**src/rtl/hyh_pkg.sv**
```systemverilog
// Shared types, constants and tables for the hadron yield histogrammer.
// Has no dependencies. Every other file in rtl/ uses it through scoped names.
package hyh_pkg;

  localparam int XB_BINS  = 9;
  localparam int SPECIES  = 4;
  localparam int Z_SLICES = 4;

  localparam int XB_EDGE_COUNT      = 10;
  localparam int Z_EDGE_COUNT       = 5;
  localparam int SPECIES_CODE_COUNT = 4;

  localparam int XB_USED = (XB_BINS < XB_EDGE_COUNT - 1) ? XB_BINS : XB_EDGE_COUNT - 1;
  localparam int Z_USED  = (Z_SLICES < Z_EDGE_COUNT - 1) ? Z_SLICES : Z_EDGE_COUNT - 1;
  localparam int SPECIES_USED = (SPECIES < SPECIES_CODE_COUNT) ? SPECIES : SPECIES_CODE_COUNT;

  localparam int SPEC_STRIDE = Z_SLICES * XB_BINS;
  localparam int HADRON_BINS = SPECIES * SPEC_STRIDE;
  localparam int TOTAL_BINS  = HADRON_BINS + XB_BINS;
  localparam int ADDR_W      = $clog2(TOTAL_BINS);
  localparam int IDX_W       = (ADDR_W > 8) ? ADDR_W : 8;

  localparam int XBIN_W  = 4;
  localparam int SPEC_W  = 2;
  localparam int SLICE_W = 2;
  localparam int EDGE_W  = 3;
  localparam int STEP_W  = 4;

  localparam int HDR_LAST = 3;
  localparam int PRT_LAST = 8;

  localparam logic [1:0] REG_MOM_MIN = 2'd0;
  localparam logic [1:0] REG_MOM_MAX = 2'd1;

  localparam logic [16:0] XB_EDGES [XB_EDGE_COUNT] = '{
    17'd1507, 17'd2621, 17'd3604, 17'd4915, 17'd6554,
    17'd9175, 17'd13107, 17'd19661, 17'd26214, 17'd39322
  };

  localparam logic [3:0] Z_TENTHS [Z_EDGE_COUNT] = '{4'd2, 4'd3, 4'd4, 4'd6, 4'd8};

  localparam logic signed [31:0] SPECIES_CODES [SPECIES_CODE_COUNT] = '{
    32'sd211, -32'sd211, 32'sd321, -32'sd321
  };

  typedef enum logic [1:0] {
    FUNC_HEADER   = 2'd0,
    FUNC_PARTICLE = 2'd1,
    FUNC_READ     = 2'd2,
    FUNC_NO_META  = 2'd3
  } func_t;

  typedef enum logic [2:0] {
    ST_IDLE,
    ST_MUL,
    ST_CHECK,
    ST_ZEDGE,
    ST_ZPICK
  } state_t;

  typedef enum logic [1:0] {
    MAC_LOAD,
    MAC_ADD,
    MAC_SUB
  } mac_op_t;

  typedef enum logic [2:0] {
    TAG_NONE,
    TAG_P2,
    TAG_LO2,
    TAG_HI2,
    TAG_PP,
    TAG_PQ
  } mac_tag_t;

  typedef struct packed {
    logic              valid;
    mac_op_t           op;
    mac_tag_t          tag;
    logic signed [31:0] a;
    logic signed [31:0] b;
  } mac_req_t;

  typedef struct packed {
    mac_tag_t           tag;
    logic signed [63:0] acc;
  } mac_rsp_t;

  typedef struct packed {
    logic             rd;
    logic             inc;
    logic [IDX_W-1:0] addr;
  } bin_req_t;

  typedef struct packed {
    logic clearing;
    logic wb_pending;
  } bin_sts_t;

endpackage

```
**src/rtl/hyh_mac.sv**
```systemverilog
// Shared 32x32 signed multiplier followed by a 64-bit accumulator.
// The accumulator loads, adds without saturation, or subtracts with saturation. Depends on hyh_pkg.
module hyh_mac (
  input  logic              clk,
  input  logic              rst_n,
  input  hyh_pkg::mac_req_t req,
  output hyh_pkg::mac_rsp_t rsp
);

  logic signed [63:0] prod_c;
  logic signed [63:0] prod_r;
  hyh_pkg::mac_op_t   op_r;
  logic               valid_p_r;
  hyh_pkg::mac_tag_t  tag_p_r;
  logic signed [63:0] acc_r;
  logic signed [63:0] acc_nxt;
  hyh_pkg::mac_tag_t  tag_r;
  logic signed [64:0] diff;

  assign prod_c = req.a * req.b;
  assign diff   = {acc_r[63], acc_r} - {prod_r[63], prod_r};

  always_comb begin
    acc_nxt = acc_r;
    if (valid_p_r) begin
      case (op_r)
        hyh_pkg::MAC_LOAD: acc_nxt = prod_r;
        hyh_pkg::MAC_ADD:  acc_nxt = acc_r + prod_r;
        hyh_pkg::MAC_SUB: begin
          if (diff[64] != diff[63]) begin
            acc_nxt = diff[64] ? {1'b1, 63'd0} : {1'b0, {63{1'b1}}};
          end else begin
            acc_nxt = diff[63:0];
          end
        end
        default: acc_nxt = acc_r;
      endcase
    end
  end

  always_ff @(posedge clk) begin
    prod_r <= prod_c;
    op_r   <= req.op;
    acc_r  <= acc_nxt;
  end

  always_ff @(posedge clk) begin
    if (!rst_n) begin
      valid_p_r <= 1'b0;
      tag_p_r   <= hyh_pkg::TAG_NONE;
      tag_r     <= hyh_pkg::TAG_NONE;
    end else begin
      valid_p_r <= req.valid;
      tag_p_r   <= req.valid ? req.tag : hyh_pkg::TAG_NONE;
      tag_r     <= tag_p_r;
    end
  end

  assign rsp.tag = tag_r;
  assign rsp.acc = acc_r;

endmodule

```
**config.mk**
```make
export PLATFORM = sky130hd
export DESIGN_NAME = hyh_mac
export DESIGN_NICKNAME = d
export VERILOG_FILES = /design/src/rtl/hyh_pkg.sv /design/src/rtl/hyh_mac.sv
export SDC_FILE = /design/constraint.sdc
export NUM_CORES = 2
export LEC_CHECK = 0
export ABC_AREA = 1
export ABC_CLOCK_PERIOD_IN_PS = 10800
export BUFFER_PORTS_ARGS = -buffer_cell sky130_fd_sc_hd__buf_2
export CAP_MARGIN = 20
export CORE_MARGIN = 8
export CORE_UTILIZATION = 30
export DETAILED_ROUTE_END_ITERATION = 12
export REMOVE_ABC_BUFFERS = 1
export SYNTH_ARGS = -nofsm -noshare
export SYNTH_HDL_FRONTEND = slang
export SYNTH_SLANG_ARGS = --single-unit
```
**constraint.sdc**
```tcl
create_clock -name clk -period 10.8 [get_ports clk]
set_input_delay 1.62 -clock clk [delete_from_list [all_inputs] [get_ports clk]]
set_output_delay 1.62 -clock clk [all_outputs]
set_load 0.01 [all_outputs]
```
==> out/results.tsv <==
metric	value	unit
register area share after synthesis	0.0625	
vias in the first global route	49700	
Area contributors post-synth	fa_1 40%, inv_1 14%, nand2_1 13%, ha_1 7.3%, edfxtp_1 3.5%	
total CTS buffers	17	
# fillers	19400	
wire per inst	20.1	um
Synth Area in Compound Gates	0.0658	
post-CTS sizing	0	
critical setup path kind	primary input to register	
M2 GR Usage	0.350	
total grt overflow	0	
Layout Skew	0.0308	ns
synthesis-to-layout area growth	6.58	%
CTS tree	done	
Crit path buffers/inverters	3	
asr flop ratio synth	0	
# H-tree levels	4	
ys flop type	dfxtp_1	
Die Wd	441	um
post-synthesis cell count	7457	
CP max FO	32	
Yosys top cell area share	0.401	
min cycle time layout	9.34	ns
Slew headroom	0.258	
xor and xnor area share after synthesis	0.0173	
busiest grt layer	met2	
Post-route DRC	0	
Sink Count	137	
Netlist Area Pre-Place	0.0542	mm2
largest family of logic cells by synthesized area	adder cells	
max incr delay on CP	0.90	ns
EDFF count, synth	64	
clock transition at the registers of the reported paths	0.07	ns
mux contribution to synthesized area	0	
wirelength, routed	197000	um
DP HPWL	169000	um
Skew-Pair Late Insertion Delay	0.50	ns
die footprint	0.194	mm2
DR pass1 iterations	7	
ANT nets after route	0	
met3 track demand over resource	0.0202	
DR vias	46600	
initial antenna violation count	5	
setup violators final	0	
Simple-Gate Fraction of Synth Area	0.214	
crit path max-delay cell type	nor4_1	
largest area contributor in the synthesized netlist	fa_1	
# nets final	8883	
setup bufs post-CTS	0	
Max-Cap Viols	0	
Site Rows	156	
Top delay family on crit path	adder cells	
port bufs	138	
Post-Route Setup TNS	0	ns
met1 GRT Util	0.261	
CP arrival	9.75	ns
crit-path cells	buf_2 > nand2_1 > fa_1 > fa_1 > fa_1 > fa_1 > inv_1 > fa_1 > fa_1 > fa_1 > fa_1 > ha_1 > nand2_1 > nor2_1 > inv_1 > nor4_1 > nand3_1 > o211ai_1 > nand2_1 > nand2_1 > xor2_1	
CP most frequent cell	fa_1	
global-route wire length before repair	300000	um
Worst-Margin Slew	1.11	ns
hold_buf cts	0	
Synth Area in Adders	0.473	
vias per inst	4.76	
GPL Wtd Cong	0.976	
Worst Setup End Kind	register	
Worst EP required	11.21	ns
largest net degree at the start of global routing	77	
clk buf depth	2	
Initial Utilization	0.301	
total global-route track usage	0.202	
Hold WC Path Type	register to register	
Max Slew Vio Count	0	
First DRT Iteration DRCs	3492	
IO Pins	139	
Synth Register Bits	137	
distinct cell type count after synthesis	51	
RSZ-0062 raised after global routing	false	
area of the core	0.180	mm2
syn avg cell area	7.26	um2
CTS root buffer	clkbuf_16	
CP Launch Type	primary input	
Fin. Hold Viols	0	
Final period util	0.865	
status	completed	
Max Clock Freq	107	MHz
share of cells above drive strength 1	0.0602	
Die Span Y	441	um
Yosys warnings	0	
[kinds of logic after synthesis]
logic type      after synthesis
simple gates               2838
compound gates              615
fa+ha+maj                  1398
buf+inv                    2362
xor+xnor                    107
flops                       137
[metrics by stage]
| stage | utilization | instances | hold WS [ns] | instance area [um2] | setup WS (ns) |
|---|---|---|---|---|---|
| detailed placement | 0.317 | 9763 | 0.595 | 57100 | 0.870 |
| global placement | 0.317 | 9762 | 0.566 | 57100 | 0.709 |
| global route | 0.320 | 9796 | 0.599 | 57700 | 1.06 |
| CTS | 0.320 | 9795 | 0.597 | 57700 | 1.41 |
| finish | 0.320 | 9797 | 0.514 | 57700 | 1.46 |
| floorplan | - | 7197 | 0.390 | 53000 | 2.62 |
[state kept, by name (all words and copies together) (netlist names)]
| signal | cells |
|---|---|
| prod_r | 64 |
| tag_r | 3 |
| op_r | 2 |
| tag_p_r | 3 |
| valid_p_r | 1 |
| acc_r | 64 |
[worst register-to-register path, delay by kind of cell (launching register included)]
kind | cells | cell delay (ns)
AO/OA/AOI/OAI | 3 | 1.01
adder cells (fa/ha/maj) | 1 | 0.48
buffers and inverters | 1 | 0.58
flip-flops | 1 | 0.42
AND/OR/NAND/NOR | 11 | 1.78
[path summary, 6_finish.rpt]
check / slack, ns / from / endpoint / depth (start not counted)
max: 1.46 / req[8] / prod_r[54] / 21
min: 0.51 / tag_p_r[0] / tag_r[0] / 2
max reg2reg: 6.29 / acc_r[35] / acc_r[49] / 16
min reg2reg: 0.51 / tag_p_r[0] / tag_r[0] / 2
[per-layer routing]
metal	part of all wire	vias up
li1	-	21400
met1	0.42	23200
met2	0.48	1632
met3	0.055	306
met4	0.042	4
met5	0.00013	-
[cells in the mapped netlist (6+ instances only)]
master    instances
inv_1          2086
nand2_1        1907
fa_1           1084
nor2_1          466
ha_1            314
a21oi_1         250
nand3_1         226
clkbuf_1        203
o21ai_0         203
nand2_2          85
xor2_1           81
dfxtp_1          73
a21oi_2          72
edfxtp_1         64
nand4_1          40
o21bai_1         38
nor3_1           34
buf_2            31
xnor2_1          26
nor4_1           18
a31oi_1          15
nor2_2           15
inv_2            14
nand3_2          11
buf_1             9
or2_2             9
a21boi_0          8
a21o_1            8
and3_1            8
nand3b_1          7
buf_12            6
o211ai_1          6
[layout by cell type, fill, tap and decap left out, types with 4 or more instances in the layout]
cell,netlist,routed
fa_1,1084,1084
a31oi_1,15,15
a21oi_2,72,72
xnor2_1,26,26
nand2_4,4,4
nand2_1,1907,1907
o211ai_1,6,6
a21boi_0,8,8
nand3_1,226,226
nand2_2,85,85
nor2_2,15,15
nor4_1,18,18
inv_1,2086,2086
o21bai_1,38,38
ha_1,314,314
nand4_1,40,40
buf_4,4,57
or2_2,9,9
nor2_1,466,465
a21o_1,8,8
nor3_1,34,34
nand3_2,11,11
clkbuf_16,0,19
buf_2,31,139
inv_2,14,13
edfxtp_1,64,64
xor2_1,81,81
a21oi_1,250,250
clkinv_4,0,4
o21ai_0,203,203
and3_1,8,8
dfxtp_1,73,73
nand3b_1,7,7
[final cells by class]
type                       instances  area (um2)  area share
multi-input combinational       4958       41700       0.723
inverter                        2102        7900       0.137
sequential                       137        3380      0.0586
tap                             2370        2970      0.0514
timing repair buffer             197        1150      0.0199
clock buffer                      21         493     0.00854
clock inverter                    11         105     0.00182
antenna                            1        2.50   0.0000434
Power is not shown: default switching activity piles up to over one toggle a cycle in this logic, so the estimate is an artifact.
